==> config.mk <==
export PLATFORM = sky130hd
export DESIGN_NAME = fat_directory_entry_scanner
export DESIGN_NICKNAME = d
export VERILOG_FILES = /design/src/sv/fdes_pkg.sv /design/src/sv/fdes_eval.sv /design/src/sv/fat_directory_entry_scanner.sv
export SDC_FILE = /design/constraint.sdc
export NUM_CORES = 1
export LEC_CHECK = 0
export ABC_CLOCK_PERIOD_IN_PS = 11000
export BUFFER_PORTS_ARGS = -buffer_cell sky130_fd_sc_hd__buf_4
export CAP_MARGIN = 40
export CORE_MARGIN = 10
export CORE_UTILIZATION = 45
export DETAILED_ROUTE_END_ITERATION = 6
export GPL_ROUTABILITY_DRIVEN = 1
export GPL_TIMING_DRIVEN = 0
export HOLD_SLACK_MARGIN = 0.08
export PLACE_DENSITY = 0.63
export SYNTH_ARGS = -nofsm -noshare
export SYNTH_HDL_FRONTEND = slang
export SYNTH_SLANG_ARGS = --single-unit
==> constraint.sdc <==
create_clock -name clk_i -period 11 [get_ports clk_i]
set_clock_uncertainty 0.05 [all_clocks]
set_input_delay 1.1 -clock clk_i [delete_from_list [all_inputs] [get_ports clk_i]]
set_output_delay 1.1 -clock clk_i [all_outputs]
set_load 0.005 [all_outputs]
==> src/sv/fdes_pkg.sv <==
// ----------------------------------------------------------------------------
// fdes_pkg
// Types and constants shared by the FAT32 directory entry scanner.
// ----------------------------------------------------------------------------
`timescale 1ns / 1ps

package fdes_pkg;

  localparam int ENTRY_COUNT_BITS = 16;
  localparam int ENTRY_NUMBER_W   = 16;
  localparam int CFG_INDEX_W      = 3;
  localparam int CFG_DATA_W       = 64;

  localparam logic [7:0] MARK_DELETED   = 8'hE5;
  localparam logic [7:0] MARK_END       = 8'h00;
  localparam logic [7:0] ATTR_SKIP_MASK = 8'b0000_1110;
  localparam logic [7:0] ATTR_DIRECTORY = 8'h10;
  localparam logic [7:0] DOT_CHAR       = 8'h2E;

  typedef enum logic [1:0] {
    MODE_LIST  = 2'd0,
    MODE_NAME  = 2'd1,
    MODE_INDEX = 2'd2
  } mode_e;

  typedef enum logic [1:0] {
    KIND_LIST  = 2'd0,
    KIND_MATCH = 2'd1,
    KIND_END   = 2'd2
  } kind_e;

  typedef enum logic [CFG_INDEX_W-1:0] {
    REG_SEARCH_MODE  = 3'd0,
    REG_TARGET_INDEX = 3'd1,
    REG_TARGET_BASE  = 3'd2,
    REG_TARGET_EXT   = 3'd3,
    REG_ROOT_CLUSTER = 3'd4
  } cfg_reg_e;

  typedef struct packed {
    logic [1:0]  search_mode;
    logic [15:0] target_index;
    logic [63:0] target_base_name;
    logic [23:0] target_ext;
    logic [31:0] root_cluster;
  } cfg_t;

  typedef struct packed {
    logic        new_search;
    logic        dir_end;
    logic [63:0] name_bytes;
    logic [23:0] ext_bytes;
    logic [7:0]  attributes;
    logic [15:0] cluster_high;
    logic [15:0] cluster_low;
    logic [31:0] entry_size;
  } item_t;

  typedef struct packed {
    kind_e                     kind;
    logic [ENTRY_NUMBER_W-1:0] entry_number;
    logic [31:0]               first_cluster;
    logic [31:0]               file_size;
    logic                      is_directory;
    logic [31:0]               total_size;
  } result_t;

endpackage

==> src/sv/fdes_eval.sv <==
// ----------------------------------------------------------------------------
// fdes_eval
// Classifies one directory entry against the scan state and the search
// settings, and gives the next scan state and the result, if any.
// ----------------------------------------------------------------------------
`timescale 1ns / 1ps

module fdes_eval #(
  parameter int EntryCountBits = fdes_pkg::ENTRY_COUNT_BITS
) (
  input  fdes_pkg::item_t             item_i,
  input  fdes_pkg::cfg_t              cfg_i,
  input  logic [EntryCountBits-1:0]   count_i,
  input  logic [31:0]                 total_i,
  input  logic                        finished_i,
  output logic [EntryCountBits-1:0]   count_o,
  output logic [31:0]                 total_o,
  output logic                        finished_o,
  output logic                        emit_o,
  output fdes_pkg::result_t           result_o
);

  logic [EntryCountBits-1:0] count_base;
  logic [EntryCountBits-1:0] count_inc;
  logic [31:0]               total_base;
  logic [31:0]               total_inc;
  logic                      finished_base;
  logic [7:0]                b0;
  logic [7:0]                b1;
  logic                      skip;
  logic                      name_hit;
  logic                      index_hit;

  assign count_base    = item_i.new_search ? '0 : count_i;
  assign total_base    = item_i.new_search ? '0 : total_i;
  assign finished_base = item_i.new_search ? 1'b0 : finished_i;
  assign count_inc     = count_base + EntryCountBits'(1);
  assign total_inc     = total_base + item_i.entry_size;
  assign b0            = item_i.name_bytes[7:0];
  assign b1            = item_i.name_bytes[15:8];

  assign skip = (b0 == fdes_pkg::MARK_DELETED)
             || ((item_i.attributes & fdes_pkg::ATTR_SKIP_MASK) != 8'h00)
             || ((b0 == fdes_pkg::DOT_CHAR) && (b1 != fdes_pkg::DOT_CHAR));

  assign name_hit  = (item_i.name_bytes == cfg_i.target_base_name)
                  && (item_i.ext_bytes == cfg_i.target_ext);
  assign index_hit = (cfg_i.target_index != 16'd0)
                  && (fdes_pkg::ENTRY_NUMBER_W'(count_inc) == cfg_i.target_index);

  always_comb begin
    count_o    = count_base;
    total_o    = total_base;
    finished_o = finished_base;
    emit_o     = 1'b0;

    result_o.kind          = fdes_pkg::KIND_LIST;
    result_o.entry_number  = fdes_pkg::ENTRY_NUMBER_W'(count_inc);
    result_o.first_cluster = {item_i.cluster_high, item_i.cluster_low};
    result_o.file_size     = item_i.entry_size;
    result_o.is_directory  = (item_i.attributes & fdes_pkg::ATTR_DIRECTORY) != 8'h00;
    result_o.total_size    = total_inc;

    if (finished_base) begin
      emit_o = 1'b0;
    end else if (item_i.dir_end || (b0 == fdes_pkg::MARK_END)) begin
      finished_o             = 1'b1;
      emit_o                 = 1'b1;
      result_o.kind          = fdes_pkg::KIND_END;
      result_o.entry_number  = fdes_pkg::ENTRY_NUMBER_W'(count_base);
      result_o.first_cluster = (cfg_i.search_mode == fdes_pkg::MODE_NAME) ? 32'd0
                                                                          : cfg_i.root_cluster;
      result_o.file_size     = 32'd0;
      result_o.is_directory  = 1'b0;
      result_o.total_size    = total_base;
    end else if (!skip) begin
      count_o = count_inc;
      total_o = total_inc;
      case (cfg_i.search_mode)
        fdes_pkg::MODE_NAME: begin
          if (name_hit) begin
            finished_o    = 1'b1;
            emit_o        = 1'b1;
            result_o.kind = fdes_pkg::KIND_MATCH;
          end
        end
        fdes_pkg::MODE_INDEX: begin
          if (index_hit) begin
            finished_o    = 1'b1;
            emit_o        = 1'b1;
            result_o.kind = fdes_pkg::KIND_MATCH;
          end
        end
        default: begin
          emit_o = 1'b1;
        end
      endcase
    end
  end

endmodule

==> src/sv/fat_directory_entry_scanner.sv <==
// An entry is taken into the input register; its result is held in the result register.
// One entry per cycle unless the result stalls; counter and size total update on advance.
// A stalled result holds the result register while one more entry waits in the input register.
// Reset is asynchronous and active low: scan state clears, search mode 0, target index 1,
// target name and extension 0, root cluster 2, both pipeline stages empty.
// ----------------------------------------------------------------------------
// fat_directory_entry_scanner
// Scans FAT32 short directory entries, counts visible ones and lists them or
// finds one by 8+3 name or by entry number.
// ----------------------------------------------------------------------------
`timescale 1ns / 1ps

module fat_directory_entry_scanner #(
  parameter int EntryCountBits = fdes_pkg::ENTRY_COUNT_BITS
) (
  input  logic                                clk_i,
  input  logic                                rst_ni,

  input  logic                                cfg_valid_i,
  output logic                                cfg_ready_o,
  input  logic [fdes_pkg::CFG_INDEX_W-1:0]    cfg_index_i,
  input  logic [fdes_pkg::CFG_DATA_W-1:0]     cfg_data_i,

  input  logic                                in_valid_i,
  output logic                                in_stall_o,
  input  logic                                new_search_i,
  input  logic                                dir_end_i,
  input  logic [63:0]                         name_bytes_i,
  input  logic [23:0]                         ext_bytes_i,
  input  logic [7:0]                          attributes_i,
  input  logic [15:0]                         cluster_high_i,
  input  logic [15:0]                         cluster_low_i,
  input  logic [31:0]                         entry_size_i,

  output logic                                out_valid_o,
  input  logic                                out_stall_i,
  output logic [1:0]                          result_kind_o,
  output logic [fdes_pkg::ENTRY_NUMBER_W-1:0] entry_number_o,
  output logic [31:0]                         first_cluster_o,
  output logic [31:0]                         file_size_o,
  output logic                                is_directory_o,
  output logic [31:0]                         total_size_o
);

  fdes_pkg::cfg_t            cfg_q;
  fdes_pkg::item_t           item_q;
  logic                      item_valid_q;
  logic [EntryCountBits-1:0] count_q;
  logic [EntryCountBits-1:0] count_d;
  logic [31:0]               total_q;
  logic [31:0]               total_d;
  logic                      finished_q;
  logic                      finished_d;
  logic                      emit;
  fdes_pkg::result_t         result_d;
  fdes_pkg::result_t         result_q;
  logic                      out_valid_q;
  logic                      advance;
  logic                      in_take;

  assign cfg_ready_o = 1'b1;

  // The input register moves on whenever the result register is free or drains.
  assign advance    = item_valid_q && (!out_valid_q || !out_stall_i);
  assign in_stall_o = item_valid_q && !advance;
  assign in_take    = in_valid_i && !in_stall_o;

  always_ff @(posedge clk_i or negedge rst_ni) begin
    if (!rst_ni) begin
      cfg_q.search_mode      <= fdes_pkg::MODE_LIST;
      cfg_q.target_index     <= 16'd1;
      cfg_q.target_base_name <= 64'd0;
      cfg_q.target_ext       <= 24'd0;
      cfg_q.root_cluster     <= 32'd2;
    end else if (cfg_valid_i && cfg_ready_o) begin
      case (cfg_index_i)
        fdes_pkg::REG_SEARCH_MODE:  cfg_q.search_mode      <= cfg_data_i[1:0];
        fdes_pkg::REG_TARGET_INDEX: cfg_q.target_index     <= cfg_data_i[15:0];
        fdes_pkg::REG_TARGET_BASE:  cfg_q.target_base_name <= cfg_data_i;
        fdes_pkg::REG_TARGET_EXT:   cfg_q.target_ext       <= cfg_data_i[23:0];
        fdes_pkg::REG_ROOT_CLUSTER: cfg_q.root_cluster     <= cfg_data_i[31:0];
        default: begin
        end
      endcase
    end
  end

  always_ff @(posedge clk_i or negedge rst_ni) begin
    if (!rst_ni) begin
      item_valid_q <= 1'b0;
    end else if (in_take) begin
      item_valid_q <= 1'b1;
    end else if (advance) begin
      item_valid_q <= 1'b0;
    end
  end

  always_ff @(posedge clk_i) begin
    if (in_take) begin
      item_q.new_search   <= new_search_i;
      item_q.dir_end      <= dir_end_i;
      item_q.name_bytes   <= name_bytes_i;
      item_q.ext_bytes    <= ext_bytes_i;
      item_q.attributes   <= attributes_i;
      item_q.cluster_high <= cluster_high_i;
      item_q.cluster_low  <= cluster_low_i;
      item_q.entry_size   <= entry_size_i;
    end
  end

  fdes_eval #(
    .EntryCountBits(EntryCountBits)
  ) u_eval (
    .item_i     (item_q),
    .cfg_i      (cfg_q),
    .count_i    (count_q),
    .total_i    (total_q),
    .finished_i (finished_q),
    .count_o    (count_d),
    .total_o    (total_d),
    .finished_o (finished_d),
    .emit_o     (emit),
    .result_o   (result_d)
  );

  always_ff @(posedge clk_i or negedge rst_ni) begin
    if (!rst_ni) begin
      count_q    <= '0;
      total_q    <= 32'd0;
      finished_q <= 1'b0;
    end else if (advance) begin
      count_q    <= count_d;
      total_q    <= total_d;
      finished_q <= finished_d;
    end
  end

  always_ff @(posedge clk_i or negedge rst_ni) begin
    if (!rst_ni) begin
      out_valid_q <= 1'b0;
    end else if (advance) begin
      out_valid_q <= emit;
    end else if (!out_stall_i) begin
      out_valid_q <= 1'b0;
    end
  end

  always_ff @(posedge clk_i) begin
    if (advance && emit) begin
      result_q <= result_d;
    end
  end

  assign out_valid_o     = out_valid_q;
  assign result_kind_o   = result_q.kind;
  assign entry_number_o  = result_q.entry_number;
  assign first_cluster_o = result_q.first_cluster;
  assign file_size_o     = result_q.file_size;
  assign is_directory_o  = result_q.is_directory;
  assign total_size_o    = result_q.total_size;

endmodule

Yosys cells after proc, flatten, opt, wreduce, memory -nomap -nowiden
Cells that the tools add are included.
- word-level logic and storage cells: 97
- output and inout bits: 118
- flip-flop bits (word level): 463
- add/sub/neg operators: 2
- muxes and demuxes: 31
- reductions and logical operators: 26
- eq/ne operators: 13
- operator list (operator ; number):
    2-to-1 mux 113 bit ; 2
    2-to-1 mux 32 bit ; 5
    == test 64 bit ; 1
    2-to-1 mux 16 bit ; 4
    adder 32 bit ; 1
    == test 24 bit ; 1
    adder 16 x 1 -> 16 bit, second input constant ; 1
    == test 16 bit ; 1
    nonzero test 16 bit ; 1
    2-to-1 mux 1 bit ; 15
    AND reduction 2 bit ; 5
    == test 8 x 6 -> 1 bit, second input constant ; 1
    == test 8 bit, second input constant ; 1
    logical NOT 8 bit ; 1
    inequality test 8 x 6 -> 1 bit, second input constant ; 1
    nonzero test 8 bit ; 1
    logical AND 1 bit ; 7
    == test 3 x 2 -> 1 bit, second input constant ; 2
    logical NOT 1 bit ; 4
    logical OR 1 bit ; 4
    2-to-1 mux 2 bit ; 2
    case mux 1 bit (2 select lines) ; 2
    case mux 2 bit (2 select lines) ; 1
    == test 3 x 1 -> 1 bit, second input constant ; 1
    7 further kinds ; 7

Depth between registers and ports, before layout
Gate-level depths: netlist of run 1.
- word-level depth: 10
- mapped depth: 17
- depth with buffers taken out: 12

Cells and area by module
From an unflattened synthesis of run 1, not the netlist that was laid out.
- cell total of the unflattened synthesis: 1668
- area total of the unflattened synthesis: 21739.6 µm²
- modules (own cells, without submodules) (module ; instances ; area each (µm²) ; cells an instance):
    fat_directory_entry_scanner ; 1 ; 15781.4 ; 689
    fdes_eval ; 1 ; 5958.2 ; 979

Worst setup path before layout of run 1
OpenSTA, ideal clock, no wires.
- path kind: register -> register
- start point: reg count_q[6]
- end point: reg result_q (netlist bit entry_number_o[0]) (enable)
- path buffers: 1
- slack: 3.479 ns
- data required time: 10.360 ns
- period minus slack after synthesis: 7.521 ns
- data arrival time: 6.882 ns
- stages on the path, launching flop included: 10
- cells stage by stage: dfrtp_1 clkbuf_1 nor2b_1 mux2i_1 nor2_1 or4bb_1 nor4_1 nand4_1 and3_1 nor2_1
- cells in the longest elaborated chain, start to end: 10
- ends and longest elaborated chain (what ; RTL line ; RTL):
    start, declared ; fat_directory_entry_scanner.sv:48 ; logic [EntryCountBits-1:0] count_q;
    start signal, assigned ; fat_directory_entry_scanner.sv:132 ; count_q <= count_d;
    2-to-1 mux 16 bit ; fdes_eval.sv:34 ; assign count_base = item_i.new_search ? '0 : count_i;
    adder 16 x 1 -> 16 bit ; fdes_eval.sv:37 ; assign count_inc = count_base + EntryCountBits'(1);
    == test 16 bit ; fdes_eval.sv:49 ; && (fdes_pkg::ENTRY_NUMBER_W'(count_inc) == cfg_i.target_index);
    logical AND 1 bit ; fdes_eval.sv:49 ;
    2-to-1 mux 1 bit ; fdes_eval.sv:88 ; if (index_hit) begin
    case mux 1 bit (2 select lines) ; fdes_eval.sv:79 ; case (cfg_i.search_mode)
    2-to-1 mux 1 bit ; fdes_eval.sv:76 ; end else if (!skip) begin
    2-to-1 mux 1 bit ; fdes_eval.sv:66 ; end else if (item_i.dir_end || (b0 == fdes_pkg::MARK_END)) begin
    2-to-1 mux 1 bit ; fdes_eval.sv:64 ; if (finished_base) begin
    logical AND 1 bit ; fat_directory_entry_scanner.sv:149 ; if (advance && emit) begin
    end signal, assigned ; fat_directory_entry_scanner.sv:150 ; result_q <= result_d;
    end, declared ; fat_directory_entry_scanner.sv:56 ; fdes_pkg::result_t result_q;
Every way passes these cells.
A chain may end at the register's enable or synchronous reset.

Worst setup path in the final report of run 1
- start point: reg item_q[161] in the netlist's numbering
- end point: reg total_q[28]
- cells in the longest elaborated chain, start to end: 5
- elaborated cells between the ends (all ways): 6
- those cells by class: 1 x add/sub; 5 x mux
- ends and longest elaborated chain (what ; RTL line ; RTL):
    start, declared ; fat_directory_entry_scanner.sv:46 ; fdes_pkg::item_t item_q;
    2-to-1 mux 32 bit ; fdes_eval.sv:35 ; assign total_base = item_i.new_search ? '0 : total_i;
    adder 32 bit ; fdes_eval.sv:38 ; assign total_inc = total_base + item_i.entry_size;
    2-to-1 mux 32 bit ; fdes_eval.sv:76 ;
    2-to-1 mux 32 bit ; fdes_eval.sv:66 ;
    2-to-1 mux 32 bit (*) ; fdes_eval.sv:64 ;
    end signal, assigned ; fat_directory_entry_scanner.sv:133 ; total_q <= total_d;
    end, declared ; fat_directory_entry_scanner.sv:50 ; logic [31:0] total_q;
Mark *: on every way between the ends. The rest lies on a longest branch, timed or not.

==> results of run 1 <==
## flip-flops by register name, indices dropped and copies added (netlist names)
register,flops
cfg_q,138
count_q,16
entry_number_o,16
file_size_o,32
finished_q,1
first_cluster_o,32
is_directory_o,1
item_q,158
item_valid_q,1
out_valid_o,1
result_kind_o,2
total_q,32
total_size_o,32
## cells in the final DEF (no fill, tap or decap), types with 9 or more instances in the layout
cell / n
nor4_1: 25
buf_4: 350
or3_1: 16
clkinv_1: 10
nand2_1: 183
xor2_1: 30
a211oi_1: 9
o22ai_1: 16
o21ai_0: 80
ha_1: 33
clkbuf_16: 50
nor3b_1: 11
clkbuf_1: 65
edfxtp_1: 273
a21oi_1: 55
nand3b_1: 34
inv_1: 62
o31ai_1: 13
nor3_1: 28
and2_1: 37
a21o_1: 20
buf_2: 9
xnor2_1: 56
nand2b_1: 30
and3_1: 11
nor2_1: 55
mux2_2: 130
nand4_1: 26
a22o_1: 33
nor2b_1: 46
nand3_1: 22
dfrtp_1: 187
## power by group through the flow
stage,clock [mW],combinational [mW],sequential [mW]
after floorplan,0,0.485,2.23
after global routing,1.79,0.912,2.25
after CTS,1.72,0.838,2.22
final,1.69,0.833,2.22
after global placement,0,0.798,2.28
after detailed placement,0,0.834,2.26
## area by class of cell
class | count | area share [%]
diodes | 4 | 0.0377
plain buffers | 76 | 1.22
clock buffers | 68 | 5.24
clock inverters | 23 | 0.925
inverters | 64 | 0.925
multi-input cells | 1120 | 29.1
flip-flops and latches | 462 | 48.8
well taps | 607 | 2.86
repair buffers | 360 | 10.9
## routing by layer
metal / wire length [microns] / global-route usage, % / up-vias
met5: 88 / 0 / -
met2: 32400 / 38.7 / 561
met1: 26800 / 28.1 / 7598
met3: 4800 / 5.58 / 107
li1: - / - / 7153
met4: 1560 / 6.35 / 10
## synthesized netlist by cell type, types with 34 or more instances
library cell | instances | share of area, %
inv_1 | 62 | 1.1
dfrtp_1 | 187 | 22
nor2_1 | 56 | 0.99
clkbuf_1 | 54 | 0.96
o21ai_0 | 80 | 1.9
mux2_2 | 130 | 6.9
xnor2_1 | 56 | 2.3
nand2_1 | 183 | 3.2
nand3b_1 | 34 | 1.2
and2_1 | 38 | 1.1
nor2b_1 | 46 | 1.4
edfxtp_1 | 273 | 39
a21oi_1 | 55 | 1.3
## path summary, 6_finish.rpt
path,endpoint,cells past startpoint,slack [ps]
min in group clk_i,total_q[12],2,430
min,cfg_q[26],1,230
min reg2reg,total_q[12],2,430
max,total_q[28],17,5400
max reg2reg,total_q[28],17,5400
max in group asynchronous,cfg_q[120],3,9480
## per-stage QoR
stage	power [mW]	instance area, sq um	instances	setup TNS (ps)	util, %
2_1_floorplan	2.71	21200	1722	0	-
3_3_place_gp	3.07	24600	2675	-190	52.8
3_5_place_dp	3.09	24900	2689	0	53.4
4_1_cts	4.78	26500	2780	0	56.9
5_1_grt	4.95	26500	2781	0	56.9
6_report	4.74	26500	2784	0	57.0
## cells by family after synthesis
family | after synthesis
AOI/OAI and AO/OA | 299
xor gates and xnor gates | 86
adders and majority gates | 34
buffers and inverters | 140
DFF | 462
muxes | 136
other | 1
and+or+nand+nor | 564
==> results by group, run 1 <==
Detailed routing
  – TritonRoute pass-1 iters: 5
  – DRC violations left: 0
  – Post-route ant nets: 0
  – Detailed Route Iter0 Violations: 1,249
  – Vias: about 15,000
  – Routed wire per std cell: 23.6 microns
  – Final wirelength: 65.6 mm
  – Vias per cell: 5.54

Logic synthesis
  – Synth async-reset ratio: 40.9%
  – Post-Syn Nets: 1,990
  – Post-synthesis simple-gate area fraction: 14.3%
  – Post-synthesis cell type count: 82
  – Synth Register Bits: 462
  – Post-synth EDFFs: 273
  – Compound-cell area share of the yosys netlist: under 10%
  – Post-synthesis mux area share: 7.18%
  – Sequential-to-total area share from yosys stat: 60.9%
  – Post-Syn Instances: 1,722
  – Ys Warns: 0
  – Synth Cell Area: 21,200 sq um
  – XOR/XNOR Fraction of Synth Area: 3.55%
  – Main combinational cell family by area after synthesis: simple AND/OR/NAND/NOR gates
  – Synth Area in Adders: 2.04%
  – Syn Area/Cell: approximately 12 sq um
  – Synth Flop Type: edfxtp_1

Global route
  – GRT Total Usage: 22.7%
  – Gr ovfl total: 0
  – Largest net degree at the start of global routing: 108
  – Initial antenna violation count: 7
  – Global-route wire length before repair: 97.9 mm
  – Number of global-route vias before repair: around 16,000

Setup path
  – CP max FO: 10
  – Worst Setup SP: item_q[161]
  – Slowest CP cell: clkbuf_1
  – Setup crit end kind: flop
  – Max incr delay on CP: 660 ps
  – Worst path most repeated cell: clkbuf_1
  – Top delay family on crit path: buffers and inverters
  – CP arrival: 6020 ps
  – CP Buf/Inv Count: 6
  – CP Launch Type: flop
  – Critical Path, Cell by Cell: buf_2 > buf_6 > clkbuf_1 > clkbuf_1 > clkbuf_1 > nor2b_1 > ha_1 > inv_1 > fa_1 > nor2b_1 > o31ai_1 > a211oi_1 > a22oi_1 > a21oi_1 > a21oi_1 > nor3_1 > or3b_2
  – FF-to-FF Start: item_q[161]
  – Crit Path Class: reg2reg
  – CP required: 11,420 ps

Pwr
  – Cell-internal power: 3.47 mW
  – Reg power frac: 46.9%
  – Clock group share of total power: 35.6%
  – Lkg Pwr: 10.9 nW
  – VDD IR max: 0.134 mV
  – Power Density: around 180 nW/um^2
  – Gate power share: 17.6%
  – Sw Ratio: 26.8%
  – NetSw: 1.27 mW

Cells and area
  – Final nets: 2,401
  – Layout cells sized above 1: 27.6%
  – Footprint of the multi-input gates: 7720 sq um
  – Area added between synthesis and finish: 25.0%
  – Register Area: 12,900 sq um
  – Fillers: 3,861

CTS
  – Clock Latency Late Sink: 600 ps
  – Clock sink count: between 400 and 500
  – Post-CTS sizing: 0
  – H-tree levels: 2
  – CTS tree: yes
  – Post-CTS Setup Bufs: 0
  – Longest Clk Path Bufs: 3
  – Hold-fix buffers at CTS: 0
  – Clock slew seen by the registers of the worst setup and hold paths: 60 ps
  – CTS buffer count: 49
  – Root buffer cell: clkbuf_16

Timing
  – Setup ws final: 5400 ps
  – Final hold vios: 0
  – RSZ-0062 raised after global routing: false
  – Max Slew Vio Count: 0
  – Fin crit period: 5600 ps
  – Final hold slack: 226 ps
  – Peak Freq: 179 MHz
  – Least-Margin Pin Slew: 838 ps
  – Final worst path period share: 50.9%
  – Final setup vio count: 0
  – Slew margin rel.: 44.1%

Die
  – Ports: 352
  – Area of the core: 46,600 sq um
  – Die Wd: 237 microns
  – Initial Utilization: 45.6%
  – Die height: 237 microns
  – Die area: 56,200 sq um
  – Row cnt: 79

Flow run
  – Number of max-cap violations: 0

Placed design
  – Post-DP HPWL: 50.4 mm
  – Setup Slack @ Placement: between 5000 and 6000 ps
  – GPL Wtd Cong: 0.909
  – Port Buffers: 346

Run status
  – Status: finished, final reports clean

Min path
  – Hold crit path type: in2async
No activity file was read; power rests on OpenSTA's default activity.
==> run 2: changes to the inputs <==
--- a/config.mk
+++ b/config.mk
@@ -5,7 +5,7 @@
 export SDC_FILE = /design/constraint.sdc
 export NUM_CORES = 1
 export LEC_CHECK = 0
-export ABC_CLOCK_PERIOD_IN_PS = 11000
+export ABC_CLOCK_PERIOD_IN_PS = 4560
 export BUFFER_PORTS_ARGS = -buffer_cell sky130_fd_sc_hd__buf_4
 export CAP_MARGIN = 40
 export CORE_MARGIN = 10
@@ -14,7 +14,7 @@
 export GPL_ROUTABILITY_DRIVEN = 1
 export GPL_TIMING_DRIVEN = 0
 export HOLD_SLACK_MARGIN = 0.08
-export PLACE_DENSITY = 0.63
+export PLACE_DENSITY = 0.66
 export SYNTH_ARGS = -nofsm -noshare
 export SYNTH_HDL_FRONTEND = slang
 export SYNTH_SLANG_ARGS = --single-unit
==> constraint.sdc (replaced) <==
create_clock -name clk_i -period 4.56 [get_ports clk_i]
set_clock_uncertainty 0.05 [all_clocks]
set_input_delay 0.456 -clock clk_i [delete_from_list [all_inputs] [get_ports clk_i]]
set_output_delay 0.456 -clock clk_i [all_outputs]
set_load 0.005 [all_outputs]
==> results by group, run 2 (synthesized netlist as in run 1, its figures left out) <==
Cells and area
  – Finished layout cell area: 28,600 sq um
  – Most common cell after layout, fill and taps aside: buf_4
  – Top Registers: item_q (158), cfg_q (138)
  – Reg with most FFs: item_q
  – Final nets: 2,611
  – Final Non-Filler Cells: 2,993
  – Area added between synthesis and finish: 34.9%
  – Layout cells sized above 1: 25.6%
  – Most frequent cells in the layout: 350 x buf_4, 273 x edfxtp_1, 213 x dlygate4sd3_1
  – Max reg flops: 158

Die
  – Row cnt: just under 80
  – Area of the core: roughly 47,000 sq um
  – Ports: 352
  – Die height: 237 microns
  – Die Wd: 237 microns
  – Initial Utilization: 45.6%
  – Die area: 56,200 sq um

CTS
  – Root buffer cell: clkbuf_16
  – Clock slew seen by the registers of the worst setup and hold paths: 60 ps
  – CTS tree: yes
  – Post-CTS Setup Bufs: 0
  – Clock sink count: 462
  – H-tree levels: 2
  – Clock Latency Late Sink: around 600 ps
  – Longest Clk Path Bufs: 3
  – CTS buffer count: 50

Global route
  – Global Route met2 Usage: 42.2%
  – Gr ovfl total: 0
  – Initial antenna violation count: 2
  – GR peak layer: met2
  – GRT Total Usage: about a quarter
  – Number of global-route vias before repair: around 17,000
  – Global-route wire length before repair: 105 mm
  – Met3 Resource Use GR: 4.38%
  – Met1 GRT Util: 29.5%
  – Largest net degree at the start of global routing: 112

Min path
  – Worst hold stages: 2
  – Hold endpoint: cfg_q[38]
  – Hold path startpoint: cfg_data_i[6]
  – Hold crit path type: in2reg

Setup path
  – Max incr delay on CP: ~420 ps
  – CP Launch Type: flop
  – Reg-to-reg endpoint: total_size_o[25]
  – Crit Path Class: reg2reg
  – CP Buf/Inv Count: 4
  – CP arrival: 4570 ps
  – CP required: 4860 ps
  – R2R depth: 14
  – Setup crit end kind: flop
  – FF-to-FF Start: item_q[161]
  – CP max FO: 19
  – Critical Path, Cell by Cell: buf_2 > buf_6 > buf_2 > clkbuf_4 > nor2b_1 > ha_1 > a211oi_1 > o21bai_1 > a21oi_1 > o31ai_1 > o21ai_0 > a21oi_1 > or3_1 > a31o_2
  – Slowest CP cell: or3_1
  – Top delay family on crit path: compound AO/OA/AOI/OAI gates
  – R2R Setup Slk: 280 ps

Flow run
  – Number of max-cap violations: 0

Detailed routing
  – Post-route ant nets: 0
  – DRC violations left: 0
  – Vias: 16,400
  – TritonRoute pass-1 iters: 5
  – Vias per cell: 5.49
  – Detailed Route Iter0 Violations: ~1,300
  – Final wirelength: 69.8 mm
  – Routed wire per std cell: 23.3 microns

Timing
  – Peak Freq: 234 MHz
  – Least-Margin Pin Slew: 881 ps
  – Setup TNS: 0 ps
  – Slew margin rel.: about two fifths
  – Final hold slack: 108 ps
  – Final setup vio count: 0
  – Final worst path period share: 93.8%
  – Final hold vios: 0
  – Fin crit period: 4280 ps
  – Max Slew Vio Count: 0

Placed design
  – Placed cells: 2,685
  – Post-DP HPWL: just under 50 mm
  – Port Buffers: 346
  – GPL Wtd Cong: 0.897
  – Area after DPL: between 20,000 and 25,000 sq um

Pwr
  – Lkg Pwr: 11.8 nW
  – VDD IR max: 0.351 mV
  – Power Total: 11.6 mW
  – Power Density: between 400 and 500 nW/um^2

Run status
  – Status: finished, final reports clean
[run 2: metal layers]
metal / vias to the layer above / wire length [microns]
li1: 7561 / -
met1: 8082 / 27800
met2: 668 / 34900
met3: 116 / 4710
met4: 0 / 2380
met5: - / 0
[run 2: worst max-delay path by stage]
| stage | startpoint | to | slack (ps) | cells past startpoint |
|---|---|---|---|---|
| 2_1_floorplan | count_q[6] | entry_number_o[0] | 260 | 9 |
| 6_report | item_q[161] | total_size_o[25] | 280 | 14 |
| 3_3_place_gp | count_q[0] | first_cluster_o[22] | -1300 | 10 |
| 5_1_grt | count_q[2] | first_cluster_o[27] | -0.9 | 12 |
| 4_1_cts | item_q[161] | total_q[28] | 30 | 16 |
| 3_5_place_dp | item_q[161] | total_q[28] | -840 | 17 |
[run 2: final cells by class]
cell class	instances	area (sq um)
Fill cell	3571	17900
Sequential cell	462	12900
Multi-Input combinational cell	1121	7740
Timing Repair Buffer	570	4970
Clock buffer	68	1390
Tap cell	607	759
Buffer	74	323
Clock inverter	25	249
Inverter	64	245
Antenna cell	2	5.00
[run 2: power breakdown]
part	internal [mW]	leakage (nW)	total, mW	switching (mW)
registers	5.04	4.96	5.37	0.334
clock network	2.33	0.799	4.06	1.73
logic	1.05	6.02	2.18	1.13
total	8.42	11.8	11.6	3.20
[run 2: metrics by stage]
step	setup WS [ps]	util, %
after CTS	26.3	61.4
after global routing	-0.938	61.5
final	284	61.5
after detailed placement	-838	53.3
after global placement	-1300	52.8
after floorplan	259	-
[run 2: repair_timing]
item	CTS	global route
gates cloned	0	1
endpoints found under the setup margin	38	32
pin swaps	0	1
gates resized for setup	3	7
hold buffers	213	0
hold endpoints to repair	322	0
==> run 3: changes to the inputs <==
--- a/config.mk
+++ b/config.mk
@@ -5,6 +5,7 @@
 export SDC_FILE = /design/constraint.sdc
 export NUM_CORES = 1
 export LEC_CHECK = 0
+export ABC_AREA = 1
 export ABC_CLOCK_PERIOD_IN_PS = 4560
 export BUFFER_PORTS_ARGS = -buffer_cell sky130_fd_sc_hd__buf_4
 export CAP_MARGIN = 40
@@ -14,7 +15,8 @@
 export GPL_ROUTABILITY_DRIVEN = 1
 export GPL_TIMING_DRIVEN = 0
 export HOLD_SLACK_MARGIN = 0.08
-export PLACE_DENSITY = 0.66
+export PLACE_DENSITY = 0.65
+export REMOVE_ABC_BUFFERS = 1
 export SYNTH_ARGS = -nofsm -noshare
 export SYNTH_HDL_FRONTEND = slang
 export SYNTH_SLANG_ARGS = --single-unit
==> results by group, run 3 <==
Run status
  – Status: finished, final reports clean

CTS
  – CTS tree: yes
  – Root buffer cell: clkbuf_16
  – CTS buffer count: 50
  – H-tree levels: 2
  – Clock slew seen by the registers of the worst setup and hold paths: ~60 ps
  – Longest Clk Path Bufs: 3
  – Clock sink count: 462
  – Clock Latency Late Sink: 620 ps

Logic synthesis
  – Post-synthesis cell type count: 50
  – Synth Flop Type: edfxtp_1
  – Sequential-to-total area share from yosys stat: 59.3%
  – Post-synth top cells: 537 x nand2_1, 304 x inv_1, 273 x edfxtp_1
  – Largest cells by area after synthesis: edfxtp_1 38%, dfrtp_1 21%, nand2_1 9.2%, o21ai_0 5.2%, inv_1 5.2%
  – Post-Syn Instances: 2,323
  – Post-synth top area cell: edfxtp_1
  – Synth Register Bits: 462
  – Synth async-reset ratio: 40.9%
  – Yosys top cell area share: a little under two fifths
  – Synth Cell Area: around 22,000 sq um
  – Most frequent cell after synthesis: nand2_1
  – Ys Warns: 0
  – Post-synth EDFFs: approximately 270
  – Syn Area/Cell: 9.39 sq um

Placed design
  – Port Buffers: 346
  – Setup Slack @ Placement: -49.9 ps
  – Placed cells: 3,231
  – GPL Wtd Cong: 0.951
  – Post-DP HPWL: 52.4 mm
  – Area after DPL: 25,300 sq um

Global route
  – Initial antenna violation count: 4
  – GRT Total Usage: 25.2%
  – Gr ovfl total: 0
  – Global-route wire length before repair: 111 mm
  – Number of global-route vias before repair: ~19,000
  – Largest net degree at the start of global routing: 97

Die
  – Die height: 240 microns
  – Ports: 352
  – Die Wd: ~240 microns
  – Row cnt: 80
  – Area of the core: approximately 48,000 sq um
  – Die area: 57,700 sq um
  – Initial Utilization: 45.6%

Cells and area
  – Most frequent cells in the layout: 537 x nand2_1, 346 x buf_4, 300 x inv_1
  – Top Registers: item_q (158), cfg_q (138)
  – Final core utilization: between 60% and 70%
  – Layout cells sized above 1: 18.8%
  – Finished layout cell area: 29,200 sq um
  – Max reg flops: about 160
  – Final nets: 3,134
  – Area added between synthesis and finish: 33.7%
  – Final Non-Filler Cells: around 3,500
  – Reg with most FFs: item_q
  – Most common cell after layout, fill and taps aside: nand2_1

Setup path
  – Worst path most repeated cell: nand2_1
  – Slowest CP cell: edfxtp_1
  – CP arrival: 4450 ps
  – CP required: 4820 ps
  – Top delay family on crit path: simple AND/OR/NAND/NOR gates
  – Critical Path, Cell by Cell: buf_8 > inv_4 > nand2_1 > nor2_1 > nand2_1 > nor2_2 > nand3_2 > xor2_1 > nand2_1 > nand2_1 > nor2_1 > nand2_1 > nand3_1 > nand2_1 > nand2_1 > nand2_1 > clkinv_8 > buf_16
  – Crit Path Class: reg2reg
  – CP Buf/Inv Count: 4
  – CP max FO: 70
  – CP Launch Type: flop
  – Setup crit end kind: flop
  – Max incr delay on CP: 480 ps

Pwr
  – Power Total: 12.4 mW
  – Lkg Pwr: 13.3 nW
  – VDD IR max: around 0.36 mV
  – Power Density: 424 nW/um^2

Timing
  – Final hold vios: 0
  – Slew margin rel.: between 30% and 40%
  – Fin crit period: approximately 4200 ps
  – Max Slew Vio Count: 0
  – Peak Freq: 239 MHz
  – Final worst path period share: 91.7%
  – RSZ-0062 raised after global routing: false
  – Setup ws final: about 380 ps
  – Final setup vio count: 0
  – Least-Margin Pin Slew: 935 ps

Detailed routing
  – DRC violations left: 0
  – Vias per cell: 5.21
  – Detailed Route Iter0 Violations: 1,330
  – Routed wire per std cell: roughly 21 microns
  – Final wirelength: roughly 73 mm
  – Post-route ant nets: 0
  – Vias: ~18,000
  – TritonRoute pass-1 iters: 5

Min path
  – Hold crit path type: in2reg

Flow run
  – Number of max-cap violations: 0
## run 3: final timing paths
check,from,end,slack [ps],cells after the start
worst max-delay path,item_q[161],first_cluster_o[1],380,18
worst min-delay path,cfg_data_i[23],cfg_q[55],100,3
worst max register to register,item_q[161],first_cluster_o[1],380,18
worst min register to register,total_q[23],total_q[23],430,2
max in group asynchronous,rst_ni,cfg_q[54],3000,3
min in group asynchronous,rst_ni,cfg_q[25],430,2
## run 3: metal layers
metal,vias to the layer above,global-route usage (%),share of wire (%)
met5,-,0,0.029
met4,4,8.17,3.0
met3,135,4.44,6.2
met2,639,44.9,51
met1,8775,30.3,40
li1,8807,-,-
## run 3: metrics by stage
| stage | hold WS [ps] | setup TNS [ps] |
|---|---|---|
| after floorplan | 110 | -256970 |
| final | 104 | 0 |
| after detailed placement | 416 | -1850 |
| after global placement | 412 | -1532780 |
| after CTS | 82.3 | 0 |
| after global routing | 124 | 0 |
## run 3: logic make-up (layout without fill, tap and decap cells)
family / count (synthesis) / count (layout) / synth area share [%]
DFF: 462 / 462 / 59.3
adders and majority gates: 34 / 34 / 1.99
muxes: 18 / 18 / 0.930
AOI/OAI and AO/OA: 360 / 360 / 8.87
buffers and inverters: 383 / 968 / 6.74
and+or+nand+nor: 1009 / 1009 / 19.8
other: 1 / 4 / 0.0172
xor gates and xnor gates: 56 / 56 / 2.38
## run 3: layout make-up
cell class,count,area (sq um)
tap,615,769
inverter,310,1190
clock inverter,30,423
sequential,462,12900
clock buffer,64,1410
fill,3921,18700
antenna,3,7.51
multi-input combinational,1478,7430
timing repair buffer,564,5000
## run 3: power by group
part | switching, mW | internal (mW) | total [mW] | leakage (nW)
clock network | 1.82 | 2.61 | 4.43 | 0.880
logic | 1.54 | 0.999 | 2.54 | 7.44
registers | 0.327 | 5.07 | 5.40 | 4.98
total | 3.68 | 8.68 | 12.4 | 13.3
## run 3: timing repair
| action | CTS | global route |
|---|---|---|
| endpoints found under the setup margin | 46 | 46 |
| gates resized for setup | 2 | 1 |
| hold endpoints to repair | 290 | 0 |
| hold buffers | 197 | 0 |
| setup buffers | 0 | 1 |
## run 3: worst reg2reg max path: cells and delay by family, from the launching register on
kind | cells | cell delay, ps
xor+xnor | 1 | 300
buf+inv | 4 | 1280
flops | 1 | 480
simple gates | 13 | 1680
